--- config.mk ---
export PLATFORM = sky130hd
export DESIGN_NAME = sitoa_digit_stage
export DESIGN_NICKNAME = d
export VERILOG_FILES = /design/src/rtl/core/sitoa_pkg.sv /design/src/rtl/core/sitoa_digit_stage.sv
export SDC_FILE = /design/constraint.sdc
export NUM_CORES = 1
export LEC_CHECK = 0
export BUFFER_PORTS_ARGS = -buffer_cell sky130_fd_sc_hd__buf_2
export CELL_PAD_IN_SITES_DETAIL_PLACEMENT = 1
export CELL_PAD_IN_SITES_GLOBAL_PLACEMENT = 1
export CORE_ASPECT_RATIO = 1.4
export CORE_MARGIN = 10
export CORE_UTILIZATION = 49
export CTS_BUF_LIST = sky130_fd_sc_hd__clkbuf_8
export CTS_CLUSTER_DIAMETER = 120
export DETAILED_ROUTE_END_ITERATION = 6
export PLACE_DENSITY_LB_ADDON = 0.1
export SETUP_SLACK_MARGIN = 0.1
export SLEW_MARGIN = 30
export SYNTH_ARGS = -nofsm -noshare
export SYNTH_HDL_FRONTEND = slang
export SYNTH_SLANG_ARGS = --single-unit
--- constraint.sdc ---
create_clock -name clk -period 15.05 [get_ports clk]
set_input_delay 3.7625 -clock clk [delete_from_list [all_inputs] [get_ports clk]]
set_output_delay 3.7625 -clock clk [all_outputs]
set_load 0.02 [all_outputs]
--- src/rtl/core/sitoa_pkg.sv ---
package sitoa_pkg;
  localparam int VALUE_BITS = 64;
  localparam int DIGITS = 20;
  localparam int DCNT_W = 5;
  localparam int CHAR_W = 8;
  localparam logic [CHAR_W-1:0] CHAR_ZERO = 8'h30;
  localparam logic [CHAR_W-1:0] CHAR_MINUS = 8'h2d;
  localparam logic [63:0] VALUE_MASK = {64{1'b1}} >> (64 - VALUE_BITS);

  typedef logic [3:0] digit_t;
  typedef digit_t [DIGITS-1:0] digit_vec_t;
endpackage

--- src/rtl/core/sitoa_digit_stage.sv ---
// One digit step: two register stages peel off one decimal digit of the magnitude.
module sitoa_digit_stage (
  input  logic clk,
  input  logic rst_n,
  input  logic en,
  input  logic vld_in,
  input  logic [63:0] mag_in,
  input  logic neg_in,
  input  sitoa_pkg::digit_vec_t dig_in,
  input  logic [4:0] idx,
  output logic vld_r,
  output logic [63:0] mag_r,
  output logic neg_r,
  output sitoa_pkg::digit_vec_t dig_r
);
  import sitoa_pkg::*;
  logic        vld_a_r;
  logic [63:0] mag_a_r;
  logic [63:0] qa_r, qa_nxt;
  logic        neg_a_r;
  digit_vec_t  dig_a_r;
  logic [63:0] qb;
  logic [63:0] rm;
  logic        fix;
  logic [63:0] quo;
  logic [3:0]  rem;
  digit_vec_t  dig_nxt;

  // First half of the divide by ten: shifts and adds build n * 0.8.
  always_comb begin
    qa_nxt = (mag_in >> 1) + (mag_in >> 2);
    qa_nxt = qa_nxt + (qa_nxt >> 4);
    qa_nxt = qa_nxt + (qa_nxt >> 8);
  end

  // Second half: the finished estimate of n / 10 falls short by at most one,
  // so one compare on the remainder corrects it.
  always_comb begin
    qb = qa_r + (qa_r >> 16);
    qb = qb + (qb >> 32);
    qb = qb >> 3;
    rm = mag_a_r - ((qb << 3) + (qb << 1));
    fix = (rm > 64'd9);
    quo = fix ? (qb + 64'd1) : qb;
    rem = fix ? 4'(rm - 64'd10) : 4'(rm);
    dig_nxt = dig_a_r;
    dig_nxt[idx] = rem;
  end

  always_ff @(posedge clk) begin
    if (!rst_n) begin
      vld_a_r <= 1'b0;
      vld_r <= 1'b0;
    end else if (en) begin
      vld_a_r <= vld_in;
      vld_r <= vld_a_r;
    end
  end

  always_ff @(posedge clk) begin
    if (en) begin
      mag_a_r <= mag_in;
      qa_r <= qa_nxt;
      neg_a_r <= neg_in;
      dig_a_r <= dig_in;
      mag_r <= quo;
      neg_r <= neg_a_r;
      dig_r <= dig_nxt;
    end
  end
endmodule

==> results of run 1 <==
==> critical path: cells and delay by family (launching register included) <==
kind / cells / cell delay [ns]
AO/OA/AOI/OAI: 12 / 4.25
XOR/XNOR: 2 / 0.79
adder cells (fa/ha/maj): 4 / 1.86
buffers and inverters: 3 / 0.43
flip-flops: 1 / 0.47
multiplexers: 1 / 0.65
AND/OR/NAND/NOR: 17 / 5.16
==> metal layers <==
metal	part of all wire	wire (um)	GRT usage	vias up
li1	-	-	-	15198
met5	0.00017	23	0	-
met4	0.076	10200	0.213	4
met2	0.51	68000	0.572	978
met1	0.37	49700	0.331	15784
met3	0.047	6260	0.0404	338
==> worst max-delay path by stage <==
| stage | from | endpoint | slack [ns] | cells past startpoint |
|---|---|---|---|---|
| finish | qa_r[33] | dig_r[30] | 1.09 | 39 |
| global route | qa_r[33] | dig_r[30] | 0.29 | 39 |
| CTS | qa_r[33] | dig_r[30] | 1.26 | 39 |
| detailed placement | mag_in[2] | qa_r[63] | 1.35 | 43 |
| global placement | mag_in[2] | qa_r[63] | 1.27 | 41 |
| floorplan | mag_in[1] | qa_r[63] | 3.45 | 41 |
==> layout make-up <==
type,instances,area (um^2),area share
multi-input combinational,3246,23300,0.601
clock buffer,64,881,0.0227
inverter,210,788,0.0203
tap,944,1180,0.0305
antenna,6,15.0,0.000387
clock inverter,45,299,0.00771
sequential,354,10600,0.274
timing repair buffer,320,1690,0.0435
==> kinds of logic after synthesis <==
kind of cell | after synthesis
and+or+nand+nor | 1221
AOI/OAI and AO/OA | 1209
adders and majority gates | 388
xor gates and xnor gates | 381
DFF | 354
buffers and inverters | 332
muxes | 45
other | 1
==> layout by cell type, fill, tap and decap left out, types with 224 or more instances in the layout <==
| cell type | count |
|---|---|
| a21o_1 | 227 |
| nand2_1 | 319 |
| inv_1 | 228 |
| buf_2 | 296 |
| a21oi_1 | 349 |
| edfxtp_1 | 352 |
| o21ai_0 | 224 |
| nor2_1 | 234 |
| xnor2_1 | 259 |
| ha_1 | 339 |
==> state kept, by name, summed over array words and instances, names as in the netlist <==
name,count
dig_a_r,80
dig_r,80
mag_a_r,64
qa_r,64
mag_r,62
neg_a_r,1
neg_r,1
vld_a_r,1
vld_r,1
==> through the flow <==
step | hold slack, ns | worst slack [ns] | utilization | instances | area (um^2)
after global placement | 0.401 | 1.27 | 0.527 | 5073 | 37500
after floorplan | 0.400 | 3.45 | - | 3932 | 35200
after global routing | 0.466 | 0.292 | 0.544 | 5185 | 38800
final | 0.460 | 1.09 | 0.544 | 5189 | 38800
after detailed placement | 0.451 | 1.35 | 0.527 | 5073 | 37500
after CTS | 0.465 | 1.26 | 0.543 | 5182 | 38700
==> results.json, run 1 <==
{
  "antenna_found_initial": 3,
  "grt_setup_unrepaired": "false",
  "worst_pin_slew_ns": 1.04,
  "worst-r2r-setup-slack_ns": 1.09,
  "setup-violations-final": 0,
  "cts_tree": "yes",
  "synth-seq-area-share": 0.302,
  "period_needed_ns": 13.96,
  "fin_crit_sh": 0.928,
  "clk_latency_ns": 0.71,
  "relSlewSlack": 0.300,
  "synth.most_common_cell": "edfxtp_1",
  "start_util": 0.493,
  "fillers": 8480,
  "clkTransAtPathRegs_ns": 0.06,
  "synthAdderAreaFrac": 0.149,
  "slew_violations": 0,
  "core_area_um2": 71300,
  "track_usage": 0.314,
  "io_pins": 300,
  "die_h_um": 337,
  "areaGrowthSynthToFinish_pct": 10.3,
  "rr_worst_depth": 39,
  "cts_hold_buf": 0,
  "grt_max_degree": 80,
  "status": "finished clean",
  "overflow": 0,
  "viasPerCell": 6.23,
  "async_reset_ff_frac": 0,
  "cp.required_ns": 15.43,
  "post_cts_resized": 0,
  "hold_viol_final": 0,
  "tns_ns": 0,
  "synth_edf_count": 352,
  "critical-path-slowest-cell": "a2111oi_1",
  "yosys.area_share.simple": 0.181,
  "wl_per_cell_um": 25.8,
  "rows": 116,
  "arrival_ns": 14.34,
  "cts_sinks": 354,
  "drc": 0,
  "synth_common_cells": "edfxtp_1 (352), a21oi_1 (349), ha_1 (339)",
  "cts_made_buffers": 59,
  "worstReg2RegEnd": "dig_r[30]",
  "synth_cell_types": 103,
  "cpPeakStageDelay_ns": 0.86,
  "drt_iter0_drc": 2290,
  "first_pass_iters": 6,
  "vias": 32302,
  "grt_first_pass_wirelength_um": 201000,
  "start_kind": "register",
  "root_buffer": "clkbuf_8",
  "grt_pass1_vias": 33826,
  "gp_congestion": 1.04,
  "skew_ns": 0.0600,
  "synth-warning-count": 0,
  "endpoint_kind": "register",
  "die_w_um": 246,
  "yosys_most_used_dff": "edfxtp_1",
  "synthXorXnorAreaFrac": 0.0961,
  "criticalPathCategory": "reg -> reg",
  "synth_top_family_by_area": "compound AO/OA/AOI/OAI gates",
  "synth_area_leader_cell": "edfxtp_1",
  "routed_wl_um": 134000,
  "crit_path_frequent_cell": "nor2_1",
  "portBuffers": 297,
  "synth.cell_area_um2": 35200,
  "avgSynthCellArea_um2": 8.94,
  "synth.area.top_cells": "edfxtp_1 (30%), ha_1 (12%), xnor2_1 (6.5%), a21oi_1 (5.0%), a21o_1 (4.8%)",
  "syn-instance-count": 3931,
  "final_net_count": 4733,
  "min_path_type": "reg -> reg",
  "hpwl_um": 111000,
  "dieArea_um2": 83000,
  "r2r_start": "qa_r[33]",
  "synth_compound_area_frac": 0.222,
  "htree_levels": 2,
  "drive_gt1_frac": 0.123,
  "clk_path_buf_depth": 3,
  "holdPathStages": 0,
  "drv_cap": 0,
  "critPathMaxFanout": 20,
  "yosys_register_bits": 354,
  "post_cts_buffers": 0,
  "hold_path.startpoint": "neg_a_r",
  "min_to": "neg_r",
  "synthMuxAreaShare": 0.0138,
  "clock.fmax_mhz": 71.6,
  "ant_nets": 0,
  "synth.top_cell.area_share": 0.301
}
Power of run 1 is left out: the tool's default activity adds up to more than one toggle a clock period on the data nets, which glitch-free logic cannot reach.
==> inputs of run 2 (changes only) <==
Settings changed: CORE_UTILIZATION 49 to 25.
==> results.json, run 2 (synthesis gave the netlist of run 1 again) <==
{
  "status": "finished clean",
  "period_needed_ns": 13.85,
  "final_net_count": 4759,
  "vias": 31482,
  "relSlewSlack": 0.278,
  "start_util": 0.252,
  "core_area_um2": 139000,
  "hpwl_um": 130000,
  "first_pass_iters": 5,
  "final_common_cell": "edfxtp_1",
  "portBuffers": 297,
  "grt_setup_unrepaired": "false",
  "antenna_found_initial": 7,
  "mostFrequentLayoutCells": "edfxtp_1 (352), a21oi_1 (348), ha_1 (339), nand2_1 (319), buf_2 (296)",
  "holdWs_ns": 0.424,
  "reg.largest.list": "dig_a_r x80, dig_r x80",
  "critPathLaunch": "qa_r[33]",
  "worst-r2r-setup-slack_ns": 1.20,
  "io_pins": 300,
  "rows": 162,
  "grt_use_met1": 0.209,
  "worst_pin_slew_ns": 1.08,
  "drv_cap": 0,
  "start_kind": "register",
  "worstReg2RegEnd": "dig_r[15]",
  "htree_levels": 3,
  "cpPeakStageDelay_ns": 0.63,
  "die_w_um": 337,
  "grt_pass1_vias": 33712,
  "r2r_start": "qa_r[33]",
  "min_path_type": "reg -> reg",
  "tns_ns": 0,
  "areaGrowthSynthToFinish_pct": 14.5,
  "grtUsageMet2": 0.351,
  "busiest_layer": "met2",
  "root_buffer": "clkbuf_8",
  "cts_sinks": 354,
  "track_usage": 0.191,
  "fin_crit_sh": 0.920,
  "dieArea_um2": 156000,
  "criticalPathCategory": "reg -> reg",
  "cts_tree": "yes",
  "hold_viol_final": 0,
  "clock.fmax_mhz": 72.2,
  "drt_iter0_drc": 1520,
  "fin_ws_ns": 1.20,
  "grt_first_pass_wirelength_um": 223000,
  "arrival_ns": 14.35,
  "crit_path_frequent_cell": "nand4_1",
  "setup-violations-final": 0,
  "post-place-ws_ns": 0.923,
  "gp_congestion": 0.908,
  "die_h_um": 464,
  "slew_violations": 0,
  "routed_wl_um": 153000,
  "critical-path-slowest-cell": "xnor2_1",
  "cp.required_ns": 15.55,
  "ant_nets": 0,
  "grt_max_degree": 150,
  "crit_end": "dig_r[15]",
  "met3_usage": 0.0231,
  "viasPerCell": 5.18,
  "wl_per_cell_um": 25.2,
  "critPathMaxFanout": 20,
  "drc": 0,
  "drive_gt1_frac": 0.131,
  "endpoint_kind": "register",
  "clk_latency_ns": 0.79,
  "cts_made_buffers": 69,
  "skew_ns": 0.0545,
  "clk_path_buf_depth": 3,
  "clkTransAtPathRegs_ns": 0.06,
  "overflow": 0,
  "rr_worst_depth": 39
}
## run 2: changes by cell type in the layout (fill, tap and decap cells not counted), sizes merged, moves of 2 or more
cell and delta:
buf +16, clkbuf +6, inv +4, clkinvlp +3
bufinv +2, clkinv +2
## run 2: repair_timing
item	in CTS	in global routing
buffers inserted	0	0
endpoints found under the setup margin	0	81
resized for setup	0	1
hold buffers	0	0
## run 2: final cells by class
class | count | area (um^2)
Timing Repair Buffer | 336 | 1840
Clock inverter | 56 | 430
Inverter | 210 | 788
Antenna cell | 5 | 12.5
Tap cell | 1804 | 2260
Multi-Input combinational cell | 3246 | 23400
Fill cell | 16295 | 99200
Clock buffer | 70 | 963
Sequential cell | 354 | 10600
## run 2: how the worst min path moves through the flow
| stage | from | to | slack [ns] | cells after the start |
|---|---|---|---|---|
| floorplan | neg_a_r | neg_r | 0.40 | 0 |
| global route | neg_a_r | neg_r | 0.43 | 0 |
| detailed placement | neg_a_r | neg_r | 0.41 | 0 |
| CTS | neg_a_r | neg_r | 0.43 | 0 |
| global placement | neg_a_r | neg_r | 0.41 | 0 |
| finish | neg_a_r | neg_r | 0.42 | 0 |
## run 2: routing by layer
layer  part of all wire  vias up
li1                   -    15242
met1               0.40    15397
met2               0.51      620
met3              0.031      219
met4              0.060        4
met5            0.00015        -
## run 2: critical path: cells and delay by family (launching register included)
family	cells	cell delay [ns]
mux	1	0.36
compound gates	15	4.82
xor+xnor	3	1.28
fa+ha+maj	4	1.92
simple gates	15	4.42
buf+inv	1	0.26
flops	1	0.48
## run 2: through the flow
step	util	instances	area, um^2
final	0.289	6081	40300
after global routing	0.289	6077	40300
after CTS	0.289	6076	40200
after detailed placement	0.279	5950	38800
after global placement	0.278	5950	38800
after floorplan	-	3932	35200
Power of run 2 is left out for the same reason.
==> inputs of run 3 (changes only) <==
Settings changed: HOLD_SLACK_MARGIN set to 0.06, PLACE_DENSITY set to 0.55, PLACE_DENSITY_LB_ADDON 0.1 to unset.
==> results.json, run 3 (synthesis gave the netlist of run 1 again) <==
{
  "portBuffers": 297,
  "clk_latency_ns": 0.77,
  "drv_cap": 0,
  "slew_violations": 0,
  "first_pass_iters": 5,
  "track_usage": 0.188,
  "drc": 0,
  "post-place-ws_ns": 0.766,
  "grt_setup_unrepaired": "false",
  "ant_nets": 0,
  "period_needed_ns": 13.83,
  "arrival_ns": 14.29,
  "gp_congestion": 0.954,
  "fillers": 16336,
  "clkTransAtPathRegs_ns": 0.06,
  "antenna_found_initial": 4,
  "routed_wl_um": 152000,
  "final_common_cell": "edfxtp_1",
  "cts_sinks": 354,
  "final_net_count": 4755,
  "htree_levels": 3,
  "die_h_um": 464,
  "io_pins": 300,
  "areaGrowthSynthToFinish_pct": 14.2,
  "critPathMaxFanout": 43,
  "dieArea_um2": 156000,
  "endpoint_kind": "register",
  "skew_ns": 0.0476,
  "min_path_type": "reg -> reg",
  "cts_made_buffers": 72,
  "viasPerCell": 5.24,
  "status": "finished clean",
  "root_buffer": "clkbuf_8",
  "holdWs_ns": 0.421,
  "cpLargestDelayFamily": "simple AND/OR/NAND/NOR gates",
  "rows": 162,
  "start_util": 0.252,
  "core_area_um2": 139000,
  "critical-path-slowest-cell": "xnor2_1",
  "worst_pin_slew_ns": 1.06,
  "cts_tree": "yes",
  "drt_iter0_drc": 1452,
  "fin_ws_ns": 1.22,
  "hold_viol_final": 0,
  "reg.largest.list": "dig_a_r x80, dig_r x80",
  "criticalPathCategory": "reg -> reg",
  "tns_ns": 0,
  "grt_pass1_vias": 33783,
  "crit_path_frequent_cell": "nand4_1",
  "relSlewSlack": 0.289,
  "path_buf_inv": 2,
  "fin_crit_sh": 0.919,
  "die_w_um": 337,
  "mostFrequentLayoutCells": "edfxtp_1 (352), a21oi_1 (348), ha_1 (339), nand2_1 (319), buf_2 (296)",
  "cts_hold_buf": 0,
  "clk_path_buf_depth": 3,
  "overflow": 0,
  "grt_first_pass_wirelength_um": 221000,
  "grt_max_degree": 82,
  "hpwl_um": 128000,
  "clock.fmax_mhz": 72.3,
  "drive_gt1_frac": 0.129,
  "wl_per_cell_um": 25.1,
  "cpPeakStageDelay_ns": 0.65,
  "start_kind": "register",
  "vias": 31783,
  "setup-violations-final": 0,
  "cp.required_ns": 15.50
}
[run 3: cell types whose count changed in the layout (fill, tap and decap cells not counted), sizes merged]
cell / before / now
buf: 336 / 329
bufinv: 6 / 4
clkbuf: 70 / 76
clkinv: 25 / 22
clkinvlp: 3 / 5
diode: 5 / 4
inv: 232 / 227
[run 3: cell type report]
type	count	area [um^2]	area share
diodes	4	10.0	0.000249
multi-input cells	3246	23400	0.582
clock buffers	76	1050	0.0261
flip-flops and latches	354	10600	0.264
well taps	1804	2260	0.0562
inverters	210	788	0.0196
repair buffers	329	1750	0.0437
clock inverters	48	324	0.00807
[run 3: worst paths after layout]
kind                     to  cells after the start     start  slack [ns]
setup / recovery  dig_r[26]                     40  qa_r[17]        1.22
hold / removal        neg_r                      0   neg_a_r        0.42
setup reg to reg  dig_r[26]                     40  qa_r[17]        1.22
hold reg to reg       neg_r                      0   neg_a_r        0.42
[run 3: per-layer routing]
| layer | vias to the layer above | global-route usage | share of wire |
|---|---|---|---|
| li1 | 15211 | - | - |
| met1 | 15575 | 0.210 | 0.41 |
| met2 | 719 | 0.334 | 0.49 |
| met3 | 278 | 0.0249 | 0.037 |
| met4 | 0 | 0.116 | 0.067 |
| met5 | - | 0 | 0 |
[run 3: through the flow]
step	std cells	instance area (um^2)	utilization
floorplan	3932	35200	-
global placement	5943	38700	0.278
detailed placement	5943	38700	0.278
CTS	6067	40100	0.287
global route	6068	40100	0.288
finish	6071	40100	0.288
[run 3: what timing repair did]
item / in CTS / in global routing
hold endpoints to repair: 0 / 0
setup buffers: 0 / 0
setup endpoints to repair: 0 / 41
gates resized for setup: 0 / 1
Power of run 3 is left out for the same reason.
